`src/rdpm_pkg.sv`:
```
// rdpm_pkg: constants, register indexes, configuration struct and band helper
// for the roller deadband position mapper; no dependencies
`default_nettype none

package rdpm_pkg;

    localparam int unsigned SETPOINT_MID = 1000;

    localparam int unsigned MID   = SETPOINT_MID & 32'h7FFF;
    localparam int unsigned MID_W = (MID > 1) ? $clog2(MID + 1) : 1;
    localparam int unsigned NUM_W = MID_W + 16;
    localparam int unsigned CNT_W = $clog2(MID_W + 1);

    localparam logic [15:0] OUT_ERROR = 16'hFFFE;
    localparam logic [15:0] OUT_NONE  = 16'hFFFF;
    localparam logic [15:0] POS_RESET = 16'd2500;
    localparam logic [15:0] MID_VAL   = 16'(MID);
    localparam logic [15:0] MID_X2    = 16'(2 * MID);

    localparam int unsigned ADDR_W = 5;

    localparam logic [2:0] REG_NEUTRAL_LOW   = 3'd0;
    localparam logic [2:0] REG_FULL_LOW      = 3'd1;
    localparam logic [2:0] REG_NEUTRAL_HIGH  = 3'd2;
    localparam logic [2:0] REG_FULL_HIGH     = 3'd3;
    localparam logic [2:0] REG_VALID_LOW     = 3'd4;
    localparam logic [2:0] REG_VALID_HIGH    = 3'd5;
    localparam logic [2:0] REG_CONNECTED     = 3'd6;
    localparam logic [2:0] REG_WAIT_NEUTRAL  = 3'd7;

    typedef struct packed {
        logic [15:0] neutral_low;
        logic [15:0] full_low;
        logic [15:0] neutral_high;
        logic [15:0] full_high;
        logic [15:0] valid_low;
        logic [15:0] valid_high;
        logic        channel_connected;
        logic        wait_neutral_start;
    } cfg_t;

    typedef struct packed {
        logic load;
        logic value;
    } latch_ctl_t;

    function automatic logic pos_neutral(input logic [15:0] p, input cfg_t c);
        pos_neutral = !((p <= c.neutral_low) || (p >= c.neutral_high));
    endfunction

endpackage

`default_nettype wire

```
`src/rdpm_regs.sv`:
```
// rdpm_regs: apb-style configuration registers of the position mapper
// depends on rdpm_pkg
`default_nettype none

module rdpm_regs (
    input  wire logic                         aclk,
    input  wire logic                         aresetn,
    input  wire logic                         psel,
    input  wire logic                         penable,
    input  wire logic                         pwrite,
    input  wire logic [2:0]                   reg_index,
    input  wire logic [31:0]                  pwdata,
    output logic      [31:0]                  prdata,
    output rdpm_pkg::cfg_t                    cfg,
    output rdpm_pkg::latch_ctl_t              latch_ctl
);

    rdpm_pkg::cfg_t cfg_reg;
    rdpm_pkg::cfg_t cfg_next;
    logic           wr_en;

    assign wr_en = psel && penable && pwrite;

    always_comb begin
        cfg_next = cfg_reg;
        if (wr_en) begin
            case (reg_index)
                rdpm_pkg::REG_NEUTRAL_LOW:  cfg_next.neutral_low        = pwdata[15:0];
                rdpm_pkg::REG_FULL_LOW:     cfg_next.full_low           = pwdata[15:0];
                rdpm_pkg::REG_NEUTRAL_HIGH: cfg_next.neutral_high       = pwdata[15:0];
                rdpm_pkg::REG_FULL_HIGH:    cfg_next.full_high          = pwdata[15:0];
                rdpm_pkg::REG_VALID_LOW:    cfg_next.valid_low          = pwdata[15:0];
                rdpm_pkg::REG_VALID_HIGH:   cfg_next.valid_high         = pwdata[15:0];
                rdpm_pkg::REG_CONNECTED:    cfg_next.channel_connected  = pwdata[0];
                rdpm_pkg::REG_WAIT_NEUTRAL: cfg_next.wait_neutral_start = pwdata[0];
                default: ;
            endcase
        end
    end

    always_ff @(posedge aclk) begin
        if (!aresetn) begin
            cfg_reg.neutral_low        <= 16'd2400;
            cfg_reg.full_low           <= 16'd1000;
            cfg_reg.neutral_high       <= 16'd2600;
            cfg_reg.full_high          <= 16'd4000;
            cfg_reg.valid_low          <= 16'd250;
            cfg_reg.valid_high         <= 16'd4750;
            cfg_reg.channel_connected  <= 1'b1;
            cfg_reg.wait_neutral_start <= 1'b1;
        end else begin
            cfg_reg <= cfg_next;
        end
    end

    always_comb begin
        case (reg_index)
            rdpm_pkg::REG_NEUTRAL_LOW:  prdata = {16'd0, cfg_reg.neutral_low};
            rdpm_pkg::REG_FULL_LOW:     prdata = {16'd0, cfg_reg.full_low};
            rdpm_pkg::REG_NEUTRAL_HIGH: prdata = {16'd0, cfg_reg.neutral_high};
            rdpm_pkg::REG_FULL_HIGH:    prdata = {16'd0, cfg_reg.full_high};
            rdpm_pkg::REG_VALID_LOW:    prdata = {16'd0, cfg_reg.valid_low};
            rdpm_pkg::REG_VALID_HIGH:   prdata = {16'd0, cfg_reg.valid_high};
            rdpm_pkg::REG_CONNECTED:    prdata = {31'd0, cfg_reg.channel_connected};
            rdpm_pkg::REG_WAIT_NEUTRAL: prdata = {31'd0, cfg_reg.wait_neutral_start};
            default:                    prdata = 32'd0;
        endcase
    end

    assign cfg             = cfg_reg;
    assign latch_ctl.load  = wr_en && (reg_index == rdpm_pkg::REG_WAIT_NEUTRAL);
    assign latch_ctl.value = pwdata[0];

endmodule

`default_nettype wire

```
`src/rdpm_div.sv`:
```
// rdpm_div: restoring serial divider, one quotient bit per cycle
// depends on rdpm_pkg; quotient must fit in MID_W bits
`default_nettype none

module rdpm_div (
    input  wire logic                          aclk,
    input  wire logic                          aresetn,
    input  wire logic                          start,
    input  wire logic [rdpm_pkg::NUM_W-1:0]    numer,
    input  wire logic [15:0]                   denom,
    output logic                               done,
    output logic      [rdpm_pkg::MID_W-1:0]    quotient
);

    logic [15:0]                  rem_reg,  rem_next;
    logic [rdpm_pkg::MID_W-1:0]   qn_reg,   qn_next;
    logic [15:0]                  den_reg,  den_next;
    logic [rdpm_pkg::CNT_W-1:0]   cnt_reg,  cnt_next;
    logic                         busy_reg, busy_next;
    logic                         done_reg, done_next;
    logic [16:0]                  trial;
    logic                         fits;

    assign trial = {rem_reg, qn_reg[rdpm_pkg::MID_W-1]};
    assign fits  = trial >= {1'b0, den_reg};

    always_comb begin
        rem_next  = rem_reg;
        qn_next   = qn_reg;
        den_next  = den_reg;
        cnt_next  = cnt_reg;
        busy_next = busy_reg;
        done_next = 1'b0;
        if (start) begin
            rem_next  = numer[rdpm_pkg::NUM_W-1:rdpm_pkg::MID_W];
            qn_next   = numer[rdpm_pkg::MID_W-1:0];
            den_next  = denom;
            cnt_next  = rdpm_pkg::CNT_W'(rdpm_pkg::MID_W);
            busy_next = 1'b1;
        end else if (busy_reg) begin
            rem_next = fits ? 16'(trial - {1'b0, den_reg}) : trial[15:0];
            if (rdpm_pkg::MID_W > 1) begin
                qn_next = {qn_reg[rdpm_pkg::MID_W-2:0], fits};
            end else begin
                qn_next = rdpm_pkg::MID_W'(fits);
            end
            cnt_next = cnt_reg - 1'b1;
            if (cnt_reg == rdpm_pkg::CNT_W'(1)) begin
                busy_next = 1'b0;
                done_next = 1'b1;
            end
        end
    end

    always_ff @(posedge aclk) begin
        if (!aresetn) begin
            busy_reg <= 1'b0;
            done_reg <= 1'b0;
            cnt_reg  <= '0;
        end else begin
            busy_reg <= busy_next;
            done_reg <= done_next;
            cnt_reg  <= cnt_next;
        end
        rem_reg <= rem_next;
        qn_reg  <= qn_next;
        den_reg <= den_next;
    end

    assign done     = done_reg;
    assign quotient = qn_reg;

endmodule

`default_nettype wire

```
`src/roller_deadband_position_mapper.sv`:
```
// roller_deadband_position_mapper: top level, sequencer around the shared divider
// depends on rdpm_pkg, rdpm_regs, rdpm_div
//
//  channel  ports                        handshake      payload
//  s_       s_valid / s_ready            valid-ready    s_sample_mv, s_fault_active
//  m_       m_valid / m_ready            valid-ready    m_drive_value, m_in_error
//  apb      psel penable pwrite paddr    setup+access   pwdata, prdata (pready tied high)
//
//  a ramp word steps from accept through EVAL, MUL and DIV to DONE, DIV waiting
//  for the serial divider, which produces one quotient bit per cycle; any other
//  word goes from EVAL straight to DONE; s_ready is low from accept until the result
//  is loaded into the output register; a stalled m_ready holds the sequencer
//  in its last step; synchronous reset, no clearing pass
`default_nettype none

module roller_deadband_position_mapper (
    input  wire logic                          aclk,
    input  wire logic                          aresetn,
    input  wire logic                          psel,
    input  wire logic                          penable,
    input  wire logic                          pwrite,
    input  wire logic [rdpm_pkg::ADDR_W-1:0]   paddr,
    input  wire logic [31:0]                   pwdata,
    output logic      [31:0]                   prdata,
    output logic                               pready,
    input  wire logic                          s_valid,
    output logic                               s_ready,
    input  wire logic [15:0]                   s_sample_mv,
    input  wire logic                          s_fault_active,
    output logic                               m_valid,
    input  wire logic                          m_ready,
    output logic      [15:0]                   m_drive_value,
    output logic                               m_in_error
);

    localparam logic [2:0] ST_IDLE = 3'd0;
    localparam logic [2:0] ST_EVAL = 3'd1;
    localparam logic [2:0] ST_MUL  = 3'd2;
    localparam logic [2:0] ST_DIV  = 3'd3;
    localparam logic [2:0] ST_DONE = 3'd4;

    rdpm_pkg::cfg_t        cfg;
    rdpm_pkg::latch_ctl_t  latch_ctl;

    logic [2:0]  state_reg,    state_next;
    logic [15:0] sample_reg,   sample_next;
    logic        fault_reg,    fault_next;
    logic [15:0] position_reg, position_next;
    logic        latch_reg,    latch_next;
    logic [15:0] held_reg,     held_next;
    logic [15:0] diff_reg,     diff_next;
    logic [15:0] den_reg,      den_next;
    logic        hi_reg,       hi_next;
    logic        mv_reg,       mv_next;
    logic [15:0] mdrive_reg,   mdrive_next;
    logic        merr_reg,     merr_next;

    logic [15:0]                 pos_new;
    logic                        div_start;
    logic                        div_done;
    logic [rdpm_pkg::NUM_W-1:0]  numer;
    logic [rdpm_pkg::MID_W-1:0]  quotient;

    rdpm_regs u_regs (
        .aclk      (aclk),
        .aresetn   (aresetn),
        .psel      (psel),
        .penable   (penable),
        .pwrite    (pwrite),
        .reg_index (paddr[4:2]),
        .pwdata    (pwdata),
        .prdata    (prdata),
        .cfg       (cfg),
        .latch_ctl (latch_ctl)
    );

    assign numer = rdpm_pkg::NUM_W'(rdpm_pkg::MID) * rdpm_pkg::NUM_W'(diff_reg);

    rdpm_div u_div (
        .aclk     (aclk),
        .aresetn  (aresetn),
        .start    (div_start),
        .numer    (numer),
        .denom    (den_reg),
        .done     (div_done),
        .quotient (quotient)
    );

    assign pos_new = ((sample_reg < cfg.valid_low) || (sample_reg > cfg.valid_high))
                   ? position_reg : sample_reg;

    always_comb begin
        state_next    = state_reg;
        sample_next   = sample_reg;
        fault_next    = fault_reg;
        position_next = position_reg;
        latch_next    = latch_reg;
        held_next     = held_reg;
        diff_next     = diff_reg;
        den_next      = den_reg;
        hi_next       = hi_reg;
        mv_next       = mv_reg;
        mdrive_next   = mdrive_reg;
        merr_next     = merr_reg;
        div_start     = 1'b0;

        if (mv_reg && m_ready) begin
            mv_next = 1'b0;
        end
        if (latch_ctl.load) begin
            latch_next = latch_ctl.value;
        end

        case (state_reg)
            ST_IDLE: begin
                if (s_valid) begin
                    sample_next = s_sample_mv;
                    fault_next  = s_fault_active;
                    state_next  = ST_EVAL;
                end
            end
            ST_EVAL: begin
                state_next = ST_DONE;
                if (!cfg.channel_connected) begin
                    held_next  = rdpm_pkg::OUT_NONE;
                    latch_next = 1'b0;
                end else begin
                    position_next = pos_new;
                    if (latch_reg) begin
                        held_next = rdpm_pkg::OUT_ERROR;
                        if (!fault_reg && rdpm_pkg::pos_neutral(pos_new, cfg)) begin
                            latch_next = 1'b0;
                        end
                    end else if (fault_reg) begin
                        latch_next = 1'b1;
                    end else if (rdpm_pkg::pos_neutral(pos_new, cfg)) begin
                        held_next = rdpm_pkg::MID_VAL;
                    end else if (pos_new >= cfg.full_high) begin
                        held_next = rdpm_pkg::MID_X2;
                    end else if (pos_new <= cfg.full_low) begin
                        held_next = 16'd0;
                    end else if ((pos_new >= cfg.neutral_high)
                                 && (cfg.full_high > cfg.neutral_high)) begin
                        diff_next  = pos_new - cfg.neutral_high;
                        den_next   = cfg.full_high - cfg.neutral_high;
                        hi_next    = 1'b1;
                        state_next = ST_MUL;
                    end else if ((pos_new <= cfg.neutral_low)
                                 && (cfg.neutral_low > cfg.full_low)) begin
                        diff_next  = cfg.neutral_low - pos_new;
                        den_next   = cfg.neutral_low - cfg.full_low;
                        hi_next    = 1'b0;
                        state_next = ST_MUL;
                    end else begin
                        held_next = rdpm_pkg::OUT_NONE;
                    end
                end
            end
            ST_MUL: begin
                div_start  = 1'b1;
                state_next = ST_DIV;
            end
            ST_DIV: begin
                if (div_done) begin
                    held_next  = hi_reg ? (rdpm_pkg::MID_VAL + 16'(quotient))
                                        : (rdpm_pkg::MID_VAL - 16'(quotient));
                    state_next = ST_DONE;
                end
            end
            ST_DONE: begin
                if (!mv_reg || m_ready) begin
                    mv_next     = 1'b1;
                    mdrive_next = held_reg;
                    merr_next   = latch_reg;
                    state_next  = ST_IDLE;
                end
            end
            default: begin
                state_next = ST_IDLE;
            end
        endcase
    end

    always_ff @(posedge aclk) begin
        if (!aresetn) begin
            state_reg    <= ST_IDLE;
            position_reg <= rdpm_pkg::POS_RESET;
            latch_reg    <= 1'b1;
            held_reg     <= rdpm_pkg::OUT_NONE;
            mv_reg       <= 1'b0;
        end else begin
            state_reg    <= state_next;
            position_reg <= position_next;
            latch_reg    <= latch_next;
            held_reg     <= held_next;
            mv_reg       <= mv_next;
        end
        sample_reg <= sample_next;
        fault_reg  <= fault_next;
        diff_reg   <= diff_next;
        den_reg    <= den_next;
        hi_reg     <= hi_next;
        mdrive_reg <= mdrive_next;
        merr_reg   <= merr_next;
    end

    assign pready        = 1'b1;
    assign s_ready       = (state_reg == ST_IDLE);
    assign m_valid       = mv_reg;
    assign m_drive_value = mdrive_reg;
    assign m_in_error    = merr_reg;

endmodule

`default_nettype wire
```
`config.mk`:
```
export PLATFORM = sky130hd
export DESIGN_NAME = roller_deadband_position_mapper
export DESIGN_NICKNAME = d
export VERILOG_FILES = /design/src/rdpm_pkg.sv /design/src/rdpm_regs.sv /design/src/rdpm_div.sv /design/src/roller_deadband_position_mapper.sv
export SDC_FILE = /design/constraint.sdc
export NUM_CORES = 1
export LEC_CHECK = 0
export BUFFER_PORTS_ARGS = -buffer_cell sky130_fd_sc_hd__clkbuf_2
export CAP_MARGIN = 20
export CORE_MARGIN = 2
export CORE_UTILIZATION = 60
export DETAILED_ROUTE_END_ITERATION = 10
export PLACE_DENSITY = 0.79
export SLEW_MARGIN = 20
export SYNTH_ARGS = -nofsm -noshare
export SYNTH_HDL_FRONTEND = slang
export SYNTH_SLANG_ARGS = --single-unit
```
`constraint.sdc`:
```
create_clock -name aclk -period 8.8 [get_ports aclk]
set_input_delay 1.32 -clock aclk [delete_from_list [all_inputs] [get_ports aclk]]
set_output_delay 1.32 -clock aclk [all_outputs]
set_load 0.02 [all_outputs]
```
==> results of run 1 <==
cell families (layout without fill, tap and decap cells):
family                     Yosys count  in the layout  synth area share [%]
DFF                                242            242                  32.0
AOI/OAI and AO/OA                  539            539                  19.3
buffers and inverters              286            319                  6.54
and+or+nand+nor                    571            571                  14.2
adders and majority gates          255            255                  19.8
other                                2             17                0.0410
muxes                               65             65                  3.68
xor gates and xnor gates            93             93                  4.45
layer usage:
metal  track usage [%]  wire length (um)  up-vias
li1                  -                 -     7291
met1              42.8             21300     7350
met2              50.8             22700      640
met3              4.88              3970      135
met4              14.6              2610        0
met5                 0                 0        -
area by class of cell:
type                    count  area [um^2]  share of cell area, %
clock buffers              31          702                   3.55
well taps                 390          488                   2.47
inverters                 180          681                   3.44
flip-flops and latches    242         5870                   29.7
clock inverters            17          205                   1.04
multi-input cells        1540        11300                   57.3
repair buffers             91          490                   2.48
power breakdown:
| part | total [uW] | internal (uW) | leakage [uW] | switching [uW] |
|---|---|---|---|---|
| Clock | 1170 | 689 | 0.000441 | 478 |
| Combinational | 663 | 239 | 0.00569 | 425 |
| Sequential | 1230 | 1210 | 0.00204 | 25.0 |
stage by stage:
stage | std cells | instance area, um^2 | util [%] | setup slack, ns
6_report | 2491 | 19800 | 66.2 | 2.00
5_1_grt | 2491 | 19800 | 66.2 | 1.75
4_1_cts | 2491 | 19800 | 66.1 | 2.09
3_5_place_dp | 2443 | 18900 | 63.1 | 2.14
3_3_place_gp | 2443 | 18800 | 63.1 | 2.19
2_1_floorplan | 2068 | 18400 | - | 1.66
cell usage in the layout, fill, tap and decap left out, types with 45 or more instances in the layout:
cell      count
edfxtp_1    102
xnor2_1      64
fa_1         59
dfxtp_1     140
nand2_1     269
a21oi_1     183
o211ai_1     45
o21ai_0      79
nor2_1      116
inv_1       174
mux2i_1      57
clkbuf_2     78
ha_1        189
path summary, 6_finish.rpt:
check,start,to,slack [ns],cells past startpoint
hold / removal,den_reg[8],u_div.den_reg[8],0.42,0
setup / recovery,sample_reg[7],den_reg[15],2.00,19
hold reg to reg,den_reg[8],u_div.den_reg[8],0.42,0
setup reg to reg,sample_reg[7],den_reg[15],2.00,19
==> summary.txt, run 1 <==
Worst setup path
  • Worst EP arrival: 7.00 ns
  • CP max FO: 34
  • Buffers and inverters on the worst path: 4
  • CP endpoint kind: flop
  • CP top delay family: compound AO/OA/AOI/OAI gates
  • Crit-path cells: ha_1 -> a21oi_1 -> nand3_1 -> a221o_1 -> o31a_4 -> nor2_4 -> mux2i_1 -> inv_1 -> ha_1 -> inv_1 -> nor2_1 -> o221ai_1 -> o221ai_2 -> a221oi_4 -> nor3_4 -> buf_4 -> o21ai_1 -> nor3_2 -> buf_4
  • Crit path max-delay cell type: mux2i_1
  • CP Launch Type: flop
  • Worst Path Required: 9.00 ns
  • Crit Path Category: reg -> reg
  • Max incr delay on CP: 0.58 ns

Power and ir drop
  • Power per cell area: 155 mW/mm^2
  • Peak supply drop: 0.151 mV
  • Power Total: 3070 uW
  • Leakage power: 0.00818 uW

Flow run
  • Max Cap Viol: 0

Global route
  • Initial antenna violation count: 0
  • Largest net degree at the start of global routing: 88
  • GRT Total Usage: 31.8%
  • First-pass GRT wire length: 78.9 mm
  • Overflow after GRT: 0
  • Number of global-route vias before repair: 14671

Placed design
  • GPL Wtd Cong: 0.972
  • Post-DP HPWL: 38.9 mm
  • Port buffer count: 77

Timing
  • Fin Setup TNS: 0 ns
  • Slew @ Worst Pin: 1.23 ns
  • Max-slew violation count: 0
  • Clk_skew: 0.0211 ns
  • RSZ-0062 raised after global routing: false
  • Tcrit/Tclk final: 77.3%
  • Endpoints failing setup: 0
  • Max-slew headroom at the worst pin: 17.3%
  • Fin. Hold Viols: 0
  • Hold slack: 0.418 ns
  • Min Tclk post-route: 6.80 ns
  • Highest clock rate: 0.147 GHz

Route
  • Initial detailed-routing violation count: 1501
  • Vias per cell: 6.19
  • Via count: 15416
  • Final WL: 50.6 mm
  • ANT nets after route: 0
  • Residual DRC count: 0
  • Router iterations before antenna repair: 6
  • Drt wl/cell: 20.3 um

Yosys
  • Sequential element share of the synthesized area: 32.0%
  • Synth top cells by count: 269 x nand2_1, 189 x ha_1, 184 x a21oi_1
  • Distinct cell type count after synthesis: 94
  • Top post-synthesis cells by area: edfxtp_1 17%, dfxtp_1 15%, ha_1 13%, fa_1 6.5%, nand2_1 5.5%
  • Top-count cell post-synth: nand2_1
  • Synth Register Bits: 242
  • Ys async rst share: 0%
  • Yosys warning count: 0
  • Post-synth top flop: dfxtp_1
  • Cells after synthesis: 2053
  • Post-synth EDFFs: 102
  • Yosys top cell area share: 16.7%
  • Cell taking the most area after synthesis: edfxtp_1
  • Post-Syn Area: 0.0183 mm^2
  • Syn Area/Cell: 8.92 um^2

Clocking
  • Worst-Skew Late Latency: 0.56 ns
  • CTS Buffer Depth: 3
  • TritonCTS Buffers: 26
  • Clock root buffer: clkbuf_16
  • CTS tree: yes
  • # Post-CTS Setup Buffers: 0
  • CTS resizes: 0
  • Clk slew on worst S/H paths: 0.06 ns
  • # clock sinks: 242
  • CTS Hold Bufs: 0
  • H-Tree Level Count: 1

Floorplanning
  • Die Width: 179 um
  • Std cell rows: 63
  • Initial Utilization: 61.3%
  • Die area: 0.0319 mm^2
  • Num ports: 113
  • Die height: 179 um
  • Area of the core: 0.0299 mm^2

Final layout
  • Layout area overhead: 8.00%
  • Max reg flops: 98
  • Antenna diode count: 0
  • Layout Nets: 2390
  • Fraction of layout cells with a size suffix above 1: 8.76%
  • Number of fill cells: 2468

Worst hold path
  • HP Class: reg -> reg

Status
  • Status: completed
(Power assumes the default switching activity.)
==> run 2: changes to the inputs <==
--- a/config.mk
+++ b/config.mk
@@ -8,9 +8,9 @@
 export BUFFER_PORTS_ARGS = -buffer_cell sky130_fd_sc_hd__clkbuf_2
 export CAP_MARGIN = 20
 export CORE_MARGIN = 2
-export CORE_UTILIZATION = 60
+export CORE_UTILIZATION = 57
 export DETAILED_ROUTE_END_ITERATION = 10
-export PLACE_DENSITY = 0.79
+export PLACE_DENSITY = 0.78
 export SLEW_MARGIN = 20
 export SYNTH_ARGS = -nofsm -noshare
 export SYNTH_HDL_FRONTEND = slang
==> constraint.sdc (replaced) <==
create_clock -name aclk -period 5.65 [get_ports aclk]
set_input_delay 0.8475 -clock aclk [delete_from_list [all_inputs] [get_ports aclk]]
set_output_delay 0.8475 -clock aclk [all_outputs]
set_load 0.02 [all_outputs]
==> summary.txt, run 2 (same netlist as run 1, synthesis figures left out) <==
Worst setup path
  • Worst Path Required: 6.03 ns (-2.97 ns)
  • CP Launch Type: flop
  • CP max FO: 6 (-82%)
  • Worst EP arrival: 5.87 ns (-1.13 ns)
  • Crit Path Category: reg -> reg
  • CP endpoint kind: flop

Final layout
  • Most frequent cells in the layout: 269 x nand2_1, 188 x ha_1, 181 x a21oi_1
  • Antenna diode count: 0 (unchanged)
  • Fraction of layout cells with a size suffix above 1: 11.7% (+2.9 points)
  • Layout Nets: 2450 (+2.5%)
  • Most common cell after layout, fill and taps aside: nand2_1
  • Max reg flops: 98 (unchanged)
  • Non-filler cells in the finished layout: 2563 (+2.9%)
  • Layout area overhead: 11.0%

Clocking
  • Clk slew on worst S/H paths: 0.06 ns (about the same)
  • Clock root buffer: clkbuf_16
  • TritonCTS Buffers: 27 (+3.8%)
  • CTS Buffer Depth: 3 (unchanged)
  • H-Tree Level Count: 1 (unchanged)
  • # clock sinks: 242 (unchanged)
  • CTS tree: yes
  • Worst-Skew Late Latency: 0.56 ns (about the same)

Timing
  • Max-slew violation count: 0 (unchanged)
  • Tcrit/Tclk final: 97.3% (+20 points)
  • Min Tclk post-route: 5.50 ns (-1.30 ns)
  • Highest clock rate: 0.182 GHz (+24%)
  • Endpoints failing setup: 0 (unchanged)
  • Fin Setup TNS: 0 ns (unchanged)
  • Slew @ Worst Pin: 1.01 ns (-0.214 ns)
  • Clk_skew: 0.0342 ns (+0.0131 ns)
  • Fin. Hold Viols: 0 (unchanged)
  • Max-slew headroom at the worst pin: 32.4% (+15 points)

Global route
  • Number of global-route vias before repair: 14844 (+1.2%)
  • Met3 usage: 3.30% (-1.6 points)
  • Largest net degree at the start of global routing: 88 (unchanged)
  • M2 GR Usage: 48.5% (-2.2 points)
  • GR peak layer: met2
  • Met1 GRT Util: 40.4% (-2.4 points)
  • GRT Total Usage: 29.9% (-2.0 points)
  • Overflow after GRT: 0 (unchanged)
  • Initial antenna violation count: 0 (unchanged)
  • First-pass GRT wire length: 79.1 mm (+0.33%)

Route
  • Drt wl/cell: 19.9 um (-2.1%)
  • Residual DRC count: 0 (unchanged)
  • Final WL: 50.9 mm (+0.69%)
  • ANT nets after route: 0 (unchanged)
  • Initial detailed-routing violation count: 1612 (+7.4%)
  • Router iterations before antenna repair: 6 (unchanged)
  • Vias per cell: 6.12 (-1.2%)
  • Via count: 15677 (+1.7%)

Placed design
  • GPL Wtd Cong: 1.03 (+6.1%)
  • Port buffer count: 77 (unchanged)
  • Dpl cells: 2506 (+2.6%)
  • Post-DP HPWL: 39.7 mm (+2.0%)

Flow run
  • Max Cap Viol: 0 (unchanged)

Power and ir drop
  • Leakage power: 0.00846 uW (+3.5%)
  • Power per cell area: 233 mW/mm^2 (+50%)
  • Peak supply drop: 0.221 mV (+46%)

Worst hold path
  • HP Class: reg -> reg

Floorplanning
  • Die height: 183 um (+2.5%)
  • Std cell rows: 65 (+3.2%)
  • Die area: 0.0336 mm^2 (+5.1%)
  • Initial Utilization: 58.0% (-3.3 points)
  • Area of the core: 0.0316 mm^2 (+5.6%)
  • Num ports: 113 (unchanged)
  • Die Width: 183 um (+2.5%)

Status
  • Status: completed
-- run 2: changes by cell type in the layout (fill, tap and decap cells not counted), moves of 2 or more --
cell and delta:
mux2i_1 -3, clkbuf_8 +5, buf_6 +2, clkbuf_1 +5
nor3_2 -2, buf_12 +2, mux2i_4 +2, a21oi_1 -2
a21oi_2 +3, buf_4 +54, nor3_4 +2, bufinv_16 -3
-- run 2: power breakdown --
| part | leakage (uW) | internal, uW | switching, uW |
|---|---|---|---|
| sequential | 0.00204 | 1880 | 39.7 |
| clock | 0.000416 | 1000 | 700 |
| combinational | 0.00601 | 452 | 664 |
-- run 2: cell type report --
class / count / area, um^2
clock buffer: 40 / 785
clock inverter: 9 / 75.1
fill: 2579 / 11200
inverter: 180 / 681
multi-input combinational: 1540 / 11400
sequential: 242 / 5870
tap: 402 / 503
timing repair buffer: 150 / 983
-- run 2: path summary, 6_finish.rpt --
kind	cells after the start	startpoint	end	slack [ns]
max	22	sample_reg[6]	held_reg[1]	0.15
min	0	den_reg[10]	u_div.den_reg[10]	0.42
max reg2reg	22	sample_reg[6]	held_reg[1]	0.15
min reg2reg	0	den_reg[10]	u_div.den_reg[10]	0.42
-- run 2: worst max-delay path, stage by stage, from the launching register on --
cell      delay, ns
edfxtp_1       0.48
ha_1           0.35
nand3_1        0.10
nand3_1        0.09
a221o_1        0.41
o31a_4         0.41
nor2_4         0.13
buf_12         0.13
buf_4          0.19
mux2i_4        0.26
inv_1          0.13
ha_1           0.34
a21o_1         0.20
a21oi_2        0.17
o21bai_1       0.11
a21o_1         0.21
a31o_1         0.22
a221oi_4       0.33
buf_4          0.18
nand4_4        0.15
and2_1         0.23
o211ai_1       0.33
o211ai_1       0.15
-- run 2: metal layers --
| metal | share of wire (%) | wire, um |
|---|---|---|
| met2 | 46 | 23300 |
| met3 | 7.1 | 3600 |
| met4 | 5.0 | 2570 |
| met1 | 42 | 21500 |
| met5 | 0 | 0 |
-- run 2: timing repair --
| item | in CTS | in global routing |
|---|---|---|
| endpoints found under the hold margin | 0 | 0 |
| setup buffers | 0 | 7 |
| resized for setup | 0 | 19 |
| hold buffers | 0 | 0 |
| setup endpoints to repair | 0 | 65 |
-- run 2: per-stage QoR --
step | power, uW | util [%] | hold slack (ns) | cell area (um^2) | setup slack, ns
4_1_cts | 4690 | 63.8 | 0.418 | 20100 | 0.00345
3_3_place_gp | 2980 | 61.1 | 0.403 | 19300 | 0.0767
3_5_place_dp | 3010 | 61.1 | 0.405 | 19300 | 0.0196
2_1_floorplan | 2700 | - | 0.400 | 18400 | 0.0319
5_1_grt | 4930 | 64.4 | 0.427 | 20300 | -0.0468
6_report | 4740 | 64.4 | 0.416 | 20300 | 0.151
